===== config.mk =====
export PLATFORM = sky130hd
export DESIGN_NAME = bayer_dead_pixel_correct
export DESIGN_NICKNAME = d
export VERILOG_FILES = /design/src/rtl/bdpc_pkg.sv /design/src/rtl/bayer_dead_pixel_correct.sv /design/src/rtl/bdpc_front.sv /design/src/rtl/bdpc_queue.sv /design/src/rtl/bdpc_back.sv
export SDC_FILE = /design/constraint.sdc
export NUM_CORES = 1
export LEC_CHECK = 0
export BUFFER_PORTS_ARGS = -buffer_cell sky130_fd_sc_hd__buf_2
export CORE_ASPECT_RATIO = 1.4
export CORE_MARGIN = 2
export CORE_UTILIZATION = 62
export CTS_CLUSTER_DIAMETER = 40
export CTS_CLUSTER_SIZE = 25
export DETAILED_ROUTE_END_ITERATION = 8
export MAX_ROUTING_LAYER = met4
export PLACE_DENSITY = 0.8
export SLEW_MARGIN = 20
export SYNTH_ARGS = -nofsm -noshare
export SYNTH_HDL_FRONTEND = slang
export SYNTH_SLANG_ARGS = --single-unit

===== constraint.sdc =====
create_clock -name clk_i -period 5.44 [get_ports clk_i]
set_clock_uncertainty 0.1 [all_clocks]
set_input_delay 1.36 -clock clk_i [delete_from_list [all_inputs] [get_ports clk_i]]
set_output_delay 1.36 -clock clk_i [all_outputs]
set_load 0.01 [all_outputs]

===== src/rtl/bdpc_pkg.sv =====
// ----------------------------------------------------------------------------
// bdpc_pkg
// Types, constants and helpers shared by the dead pixel correction block.
// ----------------------------------------------------------------------------
package bdpc_pkg;

  localparam int unsigned DATA_W  = 8;   // pixel and mask level width
  localparam int unsigned DIM_W   = 13;  // frame_width / frame_height register width
  localparam int unsigned CNT_W   = 12;  // column and row counters
  localparam int unsigned IDX_W   = 2;   // configuration register index
  localparam int unsigned SLOTS   = 3;   // results one pixel can release
  localparam int unsigned SLOT_W  = 2;
  localparam int unsigned HIST_N  = 4;   // pixels kept behind the current one

  localparam int unsigned QUEUE_DEPTH = 4;
  localparam int unsigned QPTR_W      = 2;
  localparam int unsigned QCNT_W      = 3;

  localparam logic [DIM_W-1:0]  MAX_WIDTH       = 13'd4096;
  localparam logic [DIM_W-1:0]  MAX_HEIGHT      = 13'd4096;
  localparam logic [DATA_W-1:0] THRESHOLD_RESET = 8'd100;
  localparam logic [DIM_W-1:0]  WIDTH_RESET     = 13'd640;
  localparam logic [DIM_W-1:0]  HEIGHT_RESET    = 13'd480;
  localparam logic [CNT_W-1:0]  EDGE            = 12'd2;
  localparam logic [CNT_W-1:0]  INNER_COL       = 12'd4;

  typedef enum logic [IDX_W-1:0] {
    CFG_THRESHOLD    = 2'd0,
    CFG_FRAME_WIDTH  = 2'd1,
    CFG_FRAME_HEIGHT = 2'd2
  } cfg_idx_e;

  typedef struct packed {
    logic [DATA_W-1:0] threshold;
    logic [DIM_W-1:0]  frame_width;   // kept clamped to 1..MAX_WIDTH
    logic [DIM_W-1:0]  frame_height;  // kept clamped to 1..MAX_HEIGHT
  } cfg_t;

  // Results released by one input pixel, in output order.
  typedef struct packed {
    logic [SLOTS-1:0][DATA_W-1:0] pix;
    logic [SLOT_W-1:0]            cnt;      // 1..3 valid slots
    logic                         row_end;  // last slot closes the row
  } bundle_t;

  function automatic logic [DIM_W-1:0] clamp_dim(input logic [DIM_W-1:0] v,
                                                 input logic [DIM_W-1:0] maxv);
    logic [DIM_W-1:0] r;
    if (v == '0) begin
      r = {{(DIM_W-1){1'b0}}, 1'b1};
    end else if (v > maxv) begin
      r = maxv;
    end else begin
      r = v;
    end
    return r;
  endfunction

endpackage


===== src/rtl/bayer_dead_pixel_correct.sv =====
// ----------------------------------------------------------------------------
// bayer_dead_pixel_correct
// Bayer dead pixel correction on a raster-order pixel stream.
// ----------------------------------------------------------------------------
// Input stream: one Bayer pixel per transfer with its aligned defect mask
// level. A pixel whose level reaches the threshold is dead and, away from the
// two outer rows and columns, is replaced by the mean of its same-color
// neighbors two columns left and right when neither of those is dead.
// Output stream: the pixels in the same order, two pixels behind the input;
// tlast marks the last pixel of a row, and the row's final input transfer
// flushes the two held pixels, so it releases up to three results.
// Throughput: one pixel per cycle sustained while the queue is not full. The
// row-end burst of three results drains through a four-entry bundle queue
// during the first two pixels of the next row, which release nothing.
// A result is written into the queue by the transfer that releases it and is
// then loaded into the output register.
// Reset: threshold 100, 640 x 480 frame, position at row 0 column 0.
// Configuration writes take effect at once and belong in idle time.
// Receiver stall: the output register holds; the queue fills and the input
// side deasserts tready only once four bundles are waiting.
// ----------------------------------------------------------------------------
module bayer_dead_pixel_correct (
  input  logic                         clk_i,
  input  logic                         rst_ni,
  input  logic                         s_axis_tvalid,
  output logic                         s_axis_tready,
  input  logic [15:0]                  s_axis_tdata,   // [7:0] pixel_in, [15:8] mask_level
  output logic                         m_axis_tvalid,
  input  logic                         m_axis_tready,
  output logic [7:0]                   m_axis_tdata,   // [7:0] pixel_out
  output logic                         m_axis_tlast,   // row_end
  input  logic                         cfg_we_i,
  input  logic [bdpc_pkg::IDX_W-1:0]   cfg_idx_i,
  input  logic [bdpc_pkg::DIM_W-1:0]   cfg_data_i
);

  bdpc_pkg::cfg_t    cfg_q, cfg_d;
  bdpc_pkg::bundle_t push_data;
  bdpc_pkg::bundle_t head;
  logic              push;
  logic              full;
  logic              pop;
  logic              head_valid;

  always_comb begin
    cfg_d = cfg_q;
    if (cfg_we_i) begin
      unique case (bdpc_pkg::cfg_idx_e'(cfg_idx_i))
        bdpc_pkg::CFG_THRESHOLD: begin
          cfg_d.threshold = cfg_data_i[bdpc_pkg::DATA_W-1:0];
        end
        bdpc_pkg::CFG_FRAME_WIDTH: begin
          cfg_d.frame_width = bdpc_pkg::clamp_dim(cfg_data_i, bdpc_pkg::MAX_WIDTH);
        end
        bdpc_pkg::CFG_FRAME_HEIGHT: begin
          cfg_d.frame_height = bdpc_pkg::clamp_dim(cfg_data_i, bdpc_pkg::MAX_HEIGHT);
        end
        default: begin
          cfg_d = cfg_q;
        end
      endcase
    end
  end

  always_ff @(posedge clk_i or negedge rst_ni) begin
    if (!rst_ni) begin
      cfg_q.threshold    <= bdpc_pkg::THRESHOLD_RESET;
      cfg_q.frame_width  <= bdpc_pkg::WIDTH_RESET;
      cfg_q.frame_height <= bdpc_pkg::HEIGHT_RESET;
    end else begin
      cfg_q <= cfg_d;
    end
  end

  bdpc_front u_front (
    .clk_i        (clk_i),
    .rst_ni       (rst_ni),
    .cfg_i        (cfg_q),
    .in_valid_i   (s_axis_tvalid),
    .in_ready_o   (s_axis_tready),
    .pixel_in_i   (s_axis_tdata[7:0]),
    .mask_level_i (s_axis_tdata[15:8]),
    .full_i       (full),
    .push_o       (push),
    .bundle_o     (push_data)
  );

  bdpc_queue u_queue (
    .clk_i        (clk_i),
    .rst_ni       (rst_ni),
    .push_i       (push),
    .push_data_i  (push_data),
    .full_o       (full),
    .pop_i        (pop),
    .head_valid_o (head_valid),
    .head_o       (head)
  );

  bdpc_back u_back (
    .clk_i        (clk_i),
    .rst_ni       (rst_ni),
    .head_valid_i (head_valid),
    .head_i       (head),
    .pop_o        (pop),
    .out_valid_o  (m_axis_tvalid),
    .out_ready_i  (m_axis_tready),
    .pixel_out_o  (m_axis_tdata),
    .row_end_o    (m_axis_tlast)
  );

  // a bundle is never offered to a full queue
  assert property (@(posedge clk_i) disable iff (!rst_ni) !(push && full))
    else $error("bundle pushed into full queue");

  // the back end only releases a bundle that is present
  assert property (@(posedge clk_i) disable iff (!rst_ni) pop |-> head_valid)
    else $error("pop from empty queue");

  // queued bundles always carry at least one result
  assert property (@(posedge clk_i) disable iff (!rst_ni) head_valid |-> head.cnt != 2'd0)
    else $error("empty bundle in queue");

  // frame geometry stays inside the supported range
  assert property (@(posedge clk_i) disable iff (!rst_ni)
    (cfg_q.frame_width != '0) && (cfg_q.frame_width <= bdpc_pkg::MAX_WIDTH) &&
    (cfg_q.frame_height != '0) && (cfg_q.frame_height <= bdpc_pkg::MAX_HEIGHT))
    else $error("frame geometry out of range");

endmodule


===== src/rtl/bdpc_front.sv =====
// ----------------------------------------------------------------------------
// bdpc_front
// Accepts pixels, flags dead ones, tracks position and builds result bundles.
// ----------------------------------------------------------------------------
module bdpc_front (
  input  logic                          clk_i,
  input  logic                          rst_ni,
  input  bdpc_pkg::cfg_t                cfg_i,
  input  logic                          in_valid_i,
  output logic                          in_ready_o,
  input  logic [bdpc_pkg::DATA_W-1:0]   pixel_in_i,
  input  logic [bdpc_pkg::DATA_W-1:0]   mask_level_i,
  input  logic                          full_i,
  output logic                          push_o,
  output bdpc_pkg::bundle_t             bundle_o
);

  logic [bdpc_pkg::HIST_N-1:0][bdpc_pkg::DATA_W-1:0] hist_q, hist_d;
  logic [bdpc_pkg::HIST_N-1:0]                       dflag_q, dflag_d;
  logic [bdpc_pkg::CNT_W-1:0]                        col_q, col_d;
  logic [bdpc_pkg::CNT_W-1:0]                        row_q, row_d;

  logic                          accept;
  logic                          dead;
  logic                          last;
  logic                          row_inner;
  logic                          corr;
  logic [bdpc_pkg::DATA_W:0]     sum;
  logic [bdpc_pkg::DATA_W-1:0]   mid_pix;
  logic [bdpc_pkg::DIM_W-1:0]    col_next;
  logic [bdpc_pkg::DIM_W-1:0]    row_next;
  logic [bdpc_pkg::DIM_W-1:0]    row_far;
  bdpc_pkg::bundle_t             bundle;

  assign in_ready_o = !full_i;
  assign accept     = in_valid_i && in_ready_o;

  always_comb begin
    dead      = mask_level_i >= cfg_i.threshold;
    col_next  = {1'b0, col_q} + 13'd1;
    row_next  = {1'b0, row_q} + 13'd1;
    row_far   = {1'b0, row_q} + {1'b0, bdpc_pkg::EDGE};
    last      = col_next >= cfg_i.frame_width;
    row_inner = (row_q >= bdpc_pkg::EDGE) && (row_far < cfg_i.frame_height);
    // column c-2 is dead, both same-color neighbors are good
    corr      = row_inner && (col_q >= bdpc_pkg::INNER_COL) && dflag_q[1] &&
                !dflag_q[3] && !dead;
    sum       = {1'b0, hist_q[3]} + {1'b0, pixel_in_i};
    mid_pix   = corr ? sum[bdpc_pkg::DATA_W:1] : hist_q[1];
  end

  always_comb begin
    bundle         = '0;
    bundle.row_end = last;
    priority if (col_q >= bdpc_pkg::EDGE) begin
      bundle.pix[0] = mid_pix;
      if (last) begin
        bundle.pix[1] = hist_q[0];
        bundle.pix[2] = pixel_in_i;
        bundle.cnt    = 2'd3;
      end else begin
        bundle.cnt    = 2'd1;
      end
    end else if (last && (col_q != '0)) begin
      bundle.pix[0] = hist_q[0];
      bundle.pix[1] = pixel_in_i;
      bundle.cnt    = 2'd2;
    end else if (last) begin
      bundle.pix[0] = pixel_in_i;
      bundle.cnt    = 2'd1;
    end else begin
      bundle.cnt    = 2'd0;
    end
  end

  // drop empty bundles: the first two pixels of a row release nothing
  assign push_o   = accept && (bundle.cnt != 2'd0);
  assign bundle_o = bundle;

  always_comb begin
    hist_d  = hist_q;
    dflag_d = dflag_q;
    col_d   = col_q;
    row_d   = row_q;
    if (accept) begin
      hist_d  = {hist_q[bdpc_pkg::HIST_N-2:0], pixel_in_i};
      dflag_d = {dflag_q[bdpc_pkg::HIST_N-2:0], dead};
      if (last) begin
        col_d = '0;
        row_d = (row_next >= cfg_i.frame_height) ? '0 : row_next[bdpc_pkg::CNT_W-1:0];
      end else begin
        col_d = col_next[bdpc_pkg::CNT_W-1:0];
      end
    end
  end

  always_ff @(posedge clk_i or negedge rst_ni) begin
    if (!rst_ni) begin
      hist_q  <= '0;
      dflag_q <= '0;
      col_q   <= '0;
      row_q   <= '0;
    end else begin
      hist_q  <= hist_d;
      dflag_q <= dflag_d;
      col_q   <= col_d;
      row_q   <= row_d;
    end
  end

endmodule


===== src/rtl/bdpc_queue.sv =====
// ----------------------------------------------------------------------------
// bdpc_queue
// Short register queue of result bundles between front and back.
// ----------------------------------------------------------------------------
module bdpc_queue (
  input  logic              clk_i,
  input  logic              rst_ni,
  input  logic              push_i,
  input  bdpc_pkg::bundle_t push_data_i,
  output logic              full_o,
  input  logic              pop_i,
  output logic              head_valid_o,
  output bdpc_pkg::bundle_t head_o
);

  bdpc_pkg::bundle_t                mem_q [bdpc_pkg::QUEUE_DEPTH];
  logic [bdpc_pkg::QPTR_W-1:0]      wr_ptr_q, wr_ptr_d;
  logic [bdpc_pkg::QPTR_W-1:0]      rd_ptr_q, rd_ptr_d;
  logic [bdpc_pkg::QCNT_W-1:0]      cnt_q, cnt_d;
  logic                             do_push;
  logic                             do_pop;

  assign full_o       = cnt_q == bdpc_pkg::QCNT_W'(bdpc_pkg::QUEUE_DEPTH);
  assign head_valid_o = cnt_q != '0;
  assign head_o       = mem_q[rd_ptr_q];
  assign do_push      = push_i && !full_o;
  assign do_pop       = pop_i && head_valid_o;

  always_comb begin
    wr_ptr_d = do_push ? wr_ptr_q + 1'b1 : wr_ptr_q;
    rd_ptr_d = do_pop ? rd_ptr_q + 1'b1 : rd_ptr_q;
    cnt_d    = cnt_q;
    if (do_push && !do_pop) begin
      cnt_d = cnt_q + 1'b1;
    end else if (do_pop && !do_push) begin
      cnt_d = cnt_q - 1'b1;
    end
  end

  always_ff @(posedge clk_i or negedge rst_ni) begin
    if (!rst_ni) begin
      wr_ptr_q <= '0;
      rd_ptr_q <= '0;
      cnt_q    <= '0;
    end else begin
      wr_ptr_q <= wr_ptr_d;
      rd_ptr_q <= rd_ptr_d;
      cnt_q    <= cnt_d;
    end
  end

  always_ff @(posedge clk_i) begin
    if (do_push) begin
      mem_q[wr_ptr_q] <= push_data_i;
    end
  end

endmodule


===== src/rtl/bdpc_back.sv =====
// ----------------------------------------------------------------------------
// bdpc_back
// Unpacks result bundles into single pixels behind an output register.
// ----------------------------------------------------------------------------
module bdpc_back (
  input  logic                          clk_i,
  input  logic                          rst_ni,
  input  logic                          head_valid_i,
  input  bdpc_pkg::bundle_t             head_i,
  output logic                          pop_o,
  output logic                          out_valid_o,
  input  logic                          out_ready_i,
  output logic [bdpc_pkg::DATA_W-1:0]   pixel_out_o,
  output logic                          row_end_o
);

  logic [bdpc_pkg::SLOT_W-1:0]  idx_q, idx_d;
  logic                         valid_q, valid_d;
  logic [bdpc_pkg::DATA_W-1:0]  pix_q, pix_d;
  logic                         end_q, end_d;
  logic                         load;
  logic                         tail;

  assign load = !valid_q || out_ready_i;
  assign tail = idx_q == (head_i.cnt - 2'd1);

  always_comb begin
    idx_d   = idx_q;
    valid_d = valid_q;
    pix_d   = pix_q;
    end_d   = end_q;
    pop_o   = 1'b0;
    if (load) begin
      valid_d = head_valid_i;
      if (head_valid_i) begin
        pix_d = head_i.pix[idx_q];
        end_d = head_i.row_end && tail;
        // advance within the bundle, release it on its last slot
        if (tail) begin
          pop_o = 1'b1;
          idx_d = '0;
        end else begin
          idx_d = idx_q + 1'b1;
        end
      end
    end
  end

  always_ff @(posedge clk_i or negedge rst_ni) begin
    if (!rst_ni) begin
      idx_q   <= '0;
      valid_q <= 1'b0;
    end else begin
      idx_q   <= idx_d;
      valid_q <= valid_d;
    end
  end

  always_ff @(posedge clk_i) begin
    pix_q <= pix_d;
    end_q <= end_d;
  end

  assign out_valid_o = valid_q;
  assign pixel_out_o = pix_q;
  assign row_end_o   = end_q;

endmodule


### Yosys cells after proc, flatten, opt, wreduce, memory -nomap -nowiden

Memories as Yosys holds them, arrays and structs flattened.
Index checks and enable logic that the tools add are counted.

* register bits after elaboration: 113
* RAM bits: 108
* bits of input ports: 36
* output and inout port bits: 11
* logic and storage cells: 95
* memories: 1

Memories
* u_queue.mem_q: words 4, width 27, read ports 1, clocked after Yosys merged registers in 0, wr ports 1, RTL line bdpc_queue.sv:16 `bdpc_pkg::bundle_t mem_q [bdpc_pkg::QUEUE_DEPTH];`

* add/subtract/negate cells: 10
* order comparisons: 9
* eq/ne operators: 4
* muxes and demuxes: 23
* reductions and logical operators: 31

Operators by type and width (number)
* two-way mux 8 bit: 5
* adder 12 x 1 -> 13 bit (second input constant): 2
* greater-or-equal comparator 13 bit: 2
* two-way mux 13 bit: 2
* greater-or-equal comparator 12 x 2 -> 1 bit (second input constant): 2
* two-way mux 12 bit: 2
* two-way mux 18 bit: 1
* binary-select mux 8 bit (select 2 bit): 1
* two-way mux 16 bit: 1
* adder 12 x 2 -> 13 bit (second input constant): 1
* greater-than comparator 13 bit (second input constant): 1
* logical AND 1 bit: 13
* logical NOT 13 bit: 1
* < comparator 13 bit: 1
* greater-or-equal comparator 12 x 3 -> 1 bit (second input constant): 1
* nonzero test 12 bit: 1
* two-way mux 10 bit: 1
* AND reduction 2 bit: 5
* adder 8 x 8 -> 9 bit: 1
* greater-or-equal comparator 8 bit: 1
* adder 2 x 1 -> 2 bit (second input constant): 3
* logical NOT 1 bit: 6
* two-way mux 1 bit: 6
* two-way mux 3 bit: 2
* 13 further kinds: 15

### Longest topological paths before layout

* word-level depth: 16
* depth in mapped cells: 20
* depth with buffers taken out: 20

### By module

Synthesis repeated with hierarchy kept, for this count alone.

* cells, all modules: 969
* area total of the unflattened synthesis: 11358.4 µm²

Modules (own cells, without submodules)
* bdpc_front: times used 1, cells each 620, area each 5001.0 µm², sequential area each 1501.4 µm²
* bdpc_queue: times used 1, cells each 176, area each 4324.1 µm², sequential area each 3418.3 µm²
* bayer_dead_pixel_correct: times used 1, cells each 115, area each 1408.9 µm², sequential area each 862.1 µm²
* bdpc_back: times used 1, cells each 58, area each 624.3 µm², sequential area each 345.3 µm²

### Worst setup path after synthesis

Ideal clock, no wire load.

* path kind: register to register
* from: register u_front.col_q[1] (netlist bit)
* to: memory u_queue.mem_q[0][0] (netlist bit), enable pin
* data arrival time: 3.510 ns
* data required time: 4.929 ns
* slack: 1.419 ns
* cell stages (with the launch flop): 15
* path through: dfrtp_1 > ha_1 > nand3_1 > nor2_1 > nand3_1 > xnor2_1 > ha_1 > nand4_1 > a21oi_1 > a21o_1 > a21oi_1 > o21a_1 > inv_1 > o21ai_4 > nor2_1

* cells in the longest elaborated chain, start to end: 10
* elaborated cells between the ends (all ways): 14
* classes of those cells: add/sub: 1; order compare: 2; mux: 6; reduce/logical: 5

Ends and longest elaborated chain
* start: declaration: RTL line bdpc_front.sv:20 `logic [bdpc_pkg::CNT_W-1:0] col_q, col_d;`
* start signal: assignment: RTL line bdpc_front.sv:106 `col_q <= col_d;`
* adder 12 x 1 -> 13 bit: RTL line bdpc_front.sv:40 `col_next = {1'b0, col_q} + 13'd1;`
* greater-or-equal comparator 13 bit: RTL line bdpc_front.sv:43 `last = col_next >= cfg_i.frame_width;`
* two-way mux 1 bit / logical AND 1 bit (equally long branches): RTL line bdpc_front.sv:68, bdpc_front.sv:64
* two-way mux 10 bit: RTL line bdpc_front.sv:64 `end else if (last && (col_q != '0)) begin`
* two-way mux 18 bit *: RTL line bdpc_front.sv:55 `priority if (col_q >= bdpc_pkg::EDGE) begin`
* nonzero test 2 bit *: RTL line bdpc_front.sv:77 `assign push_o = accept && (bundle.cnt != 2'd0);`
* logical AND 1 bit *: RTL line bdpc_front.sv:77
* logical AND 1 bit *: RTL line bdpc_queue.sv:26 `assign do_push = push_i && !full_o;`
* two-way mux 1 bit *: RTL line bdpc_queue.sv:53 `if (do_push) begin`
* two-way mux 1 bit (implied by the code) *: RTL line bdpc_queue.sv:54 `mem_q[wr_ptr_q] <= push_data_i;`
* end: declaration: RTL line bdpc_queue.sv:16

Mark *: on every way between the ends. The rest lies on a longest branch, timed or not.

### Final worst setup path

* from: register u_front.col_q[1] (netlist bit)
* to: register u_queue.cnt_q[1] (netlist bit)

* elaborated cells between the ends (all ways): 17
* classes of those cells: add/sub: 1; order compare: 2; mux: 5; reduce/logical: 9

RTL lines
* adder 12 x 1 -> 13 bit: RTL line bdpc_front.sv:40
* greater-or-equal comparator 13 bit: RTL line bdpc_front.sv:43
* two-way mux 1 bit / logical AND 1 bit (equally long branches): RTL line bdpc_front.sv:68, bdpc_front.sv:64
* two-way mux 10 bit: RTL line bdpc_front.sv:64
* two-way mux 18 bit *: RTL line bdpc_front.sv:55
* nonzero test 2 bit *: RTL line bdpc_front.sv:77
* logical AND 1 bit *: RTL line bdpc_front.sv:77
* logical AND 1 bit *: RTL line bdpc_queue.sv:26
* net u_queue.do_push: RTL line bdpc_queue.sv:20 `logic do_push;`
* logical AND 1 bit *: RTL line bdpc_queue.sv:33 `if (do_push && !do_pop) begin`
* two-way mux 3 bit *: RTL line bdpc_queue.sv:33
* net u_queue.cnt_d, one bit: RTL line bdpc_queue.sv:19 `logic [bdpc_pkg::QCNT_W-1:0] cnt_q, cnt_d;`
* end signal: assignment: RTL line bdpc_queue.sv:48 `cnt_q <= cnt_d;`
* end: declaration: RTL line bdpc_queue.sv:19

Mark *: on every way through the listed nets, which the timed path passes. The rest lies on a longest branch.
A chain may end at the register's enable or synchronous reset.

==> impl_metrics.yaml <==
final_layout:
  layoutNonFillerInstCount: 1243
  syn_to_final_growth_pct: 10.21
  num_antenna_cells: 0
  nets: 1096
  final.fill_count: 1242
  drive_above_1_share: 0.1589
  utilization: 0.7000
detailed_routing:
  routed_wl_um: 22360
  avgRoutedWirePerCell_um: 17.98
  drc: 0
  ant_nets: 0
  dr.first_iter.drc_count: 420
  drt_first_pass_iters: 4
  vias_per_cell: 5.777
  vias: 7181
clock_network:
  cts.clk_slew.worst_paths_ps: 80
  cts.htree.levels: 1
  postCtsSetupRepairBufs: 0
  cts_root_buf: "clkbuf_16"
  clockBufferDepth: 3
  clk_latency_ps: 520
  ctsHoldBuffers: 0
  cts_tree: "built"
  cts.sinks: 221
  cts_buffers: 21
  cts_resized: 0
synthesis:
  synth_cell_type_count: 61
  ys_seq_area_frac: 0.5521
  synth_top_family_by_area: "simple AND/OR/NAND/NOR gates"
  synth_top_flop_cell: "edfxtp_1"
  synth_xor_area_frac: 0.02999
  synth.yosys.warnings: 0
  synth_compound_area_frac: 0.08343
  yosys.area_share.simple: 0.1315
  synth_nets: 1059
  synth_fa_ha_area_frac: 0.07689
  async_flop_share: 0.4706
  syn_inst: 956
  avgSynthCellArea_um2: 11.61
  muxShareOfSynthArea: 0.08444
  ys_seq_elements: 221
  synth_edf_count: 117
  syn_area_um2: 11100
worst_setup_path:
  crit_arrival_ps: 4330
  endpoint_kind: "flip-flop"
  critical_path_class: "flip-flop to flip-flop"
  start_kind: "flip-flop"
  worstPathRequired_ps: 5740
  cp_max_fo: 7
global_route:
  antenna_found_initial: 0
  grtUsageTotal: 0.2568
  grt_max_degree: 69
  grt_pass1_vias: 7430
  overflow: 0
  grt_pass1_wl_um: 36960
place:
  dp_cells: 1206
  place_hpwl_um: 15870
  place_ws_ps: 1411
  place_congestion: 0.9102
  place.port_buffers: 46
sta:
  finalHoldViolations: 0
  clock.fmax_mhz: 248.1
  tightest_slew_ps: 896.3
  finalSetupViolations: 0
  worst_slack_ps: 1410
  min_period_ps: 4030
  final-max-slew-violation-count: 0
  setup-tns-final_ps: 0
  period_share: 0.7409
  maxSlewHeadroom: 0.3985
  rsz0062_at_grt: "false"
pwr:
  power.leakage_nw: 5.329
  ir_drop_v: 0.0002820
  p_total_mw: 6.257
  pwr_density_cell_nw_per_um2: 511.6
die:
  die-area_um2: 19000
  rows: 57
  fp.dieH_um: 162.3
  start_util: 0.6352
  core_area_um2: 17470
  die_w_um: 117.1
  ios: 47
hold_path:
  hold_class: "flip-flop to flip-flop"
run_status:
  status: "completed"
flow_run:
  max-cap-violations: 0
worst paths after layout:
| path | startpoint | end | slack [ps] | cells past startpoint |
|---|---|---|---|---|
| setup / recovery | u_front.col_q[1] | u_queue.cnt_q[1] | 1410 | 18 |
| hold / removal | u_front.hist_q[23] | u_front.hist_q[31] | 370 | 2 |
| setup reg to reg | u_front.col_q[1] | u_queue.cnt_q[1] | 1410 | 18 |
| hold reg to reg | u_front.hist_q[23] | u_front.hist_q[31] | 370 | 2 |
| max in group asynchronous | rst_ni | u_front.row_q[3] | 3330 | 2 |
| min in group asynchronous | rst_ni | u_queue.rd_ptr_q[1] | 830 | 1 |
layer usage:
layer	up-vias	GRT usage	routed length [µm]
met3	56	0.02910	922
met5	-	-	0
met2	189	0.4598	12160
li1	3465	-	-
met1	3471	0.2959	8604
met4	0	0.08877	671
kinds of logic after synthesis:
| family | Yosys count |
|---|---|
| AOI/OAI and AO/OA | 146 |
| xor gates and xnor gates | 38 |
| adders and majority gates | 67 |
| buffers and inverters | 112 |
| DFF | 221 |
| muxes | 58 |
| and+or+nand+nor | 314 |
through the flow:
step / cell area, µm² / hold slack, ps
2_1_floorplan: 11100 / 338.6
3_3_place_gp: 11520 / 346.2
3_5_place_dp: 11520 / 355.3
4_1_cts: 12230 / 375.1
5_1_grt: 12230 / 400.5
6_report: 12230 / 370.2
flip-flops by register name, summed over array words and instances, names as in the netlist:
| name | count |
|---|---|
| u_queue.mem_q | 108 |
| cfg_q | 34 |
| u_front.hist_q | 32 |
| u_front.col_q | 12 |
| u_front.row_q | 12 |
| u_back.pixel_out_o | 8 |
| u_front.dflag_q | 4 |
| u_queue.cnt_q | 3 |
| u_back.idx_q | 2 |
| u_queue.rd_ptr_q | 2 |
| u_queue.wr_ptr_q | 2 |
| u_back.out_valid_o | 1 |
| u_back.row_end_o | 1 |
cell usage in the layout, fill, tap and decap left out, types with 5 or more instances in the layout:
master     netlist  routed
a21o_1           9       9
o21ai_0         57      57
nand3_1         21      21
a21oi_1         22      22
o22ai_1          9       9
clkbuf_16        0      21
xnor2_1         21      21
o211ai_1         5       5
nor3_1          12      12
dfrtp_1         95      94
inv_1           67      67
dfstp_2          9       9
nor2b_1         12      12
edfxtp_1       117     117
xor2_1          17      17
a22o_1           9       9
mux4_2          27      27
nand2_1        166     166
ha_1            65      65
mux2_2          11      11
nor2_1          42      38
buf_2            6      45
nand2b_1        13      13
nor2_2           1       5
and3_1          15      15
a22oi_1          8       8
nor4_1           7       7
mux2i_1         19      19
buf_4            1      14
layout make-up:
cell class / count / area, µm² / share of cell area
multi-input cells: 623 / 4519 / 0.3695
repair buffers: 59 / 330.3 / 0.02700
well taps: 236 / 295.3 / 0.02414
clock buffers: 22 / 529.3 / 0.04327
clock inverters: 15 / 177.7 / 0.01453
inverters: 67 / 251.5 / 0.02056
flip-flops and latches: 221 / 6128 / 0.5010
cells in the mapped netlist, drive strengths merged (13+ instances only):
cell      n  share of area
edfxtp  117           0.32
buf      13         0.0081
clkbuf   32          0.011
inv      67          0.023
and3     15         0.0085
xnor2    21          0.017
nand2b   13         0.0073
dfrtp    95           0.21
nor2     43          0.015
mux4     27          0.055
o21ai    61          0.029
nand2   167          0.057
xor2     17          0.013
nand3    22          0.010
mux2i    19          0.017
ha       65          0.073
a21oi    23          0.011
power by group:
group          leakage [nW]  internal (mW)  switching (mW)
clock                 0.344          0.768           0.724
sequential             2.41           2.34           0.306
combinational          2.58          0.903            1.21
critical path, cell delays in order (launching register included):
cell and delay, ps:
dfrtp_1 430, ha_1 260, nand3_1 160, nor2_1 270, nand3_1 130, xnor2_1 210, ha_1 300, a21oi_1 120
o21ai_0 90, a21o_1 160, a21oi_1 140, o21a_1 160, inv_1 80, o21ai_4 270, inv_1 80, ha_1 210
inv_1 80, fa_1 400, mux2_2 270
Power figures use the tool's default switching activity.
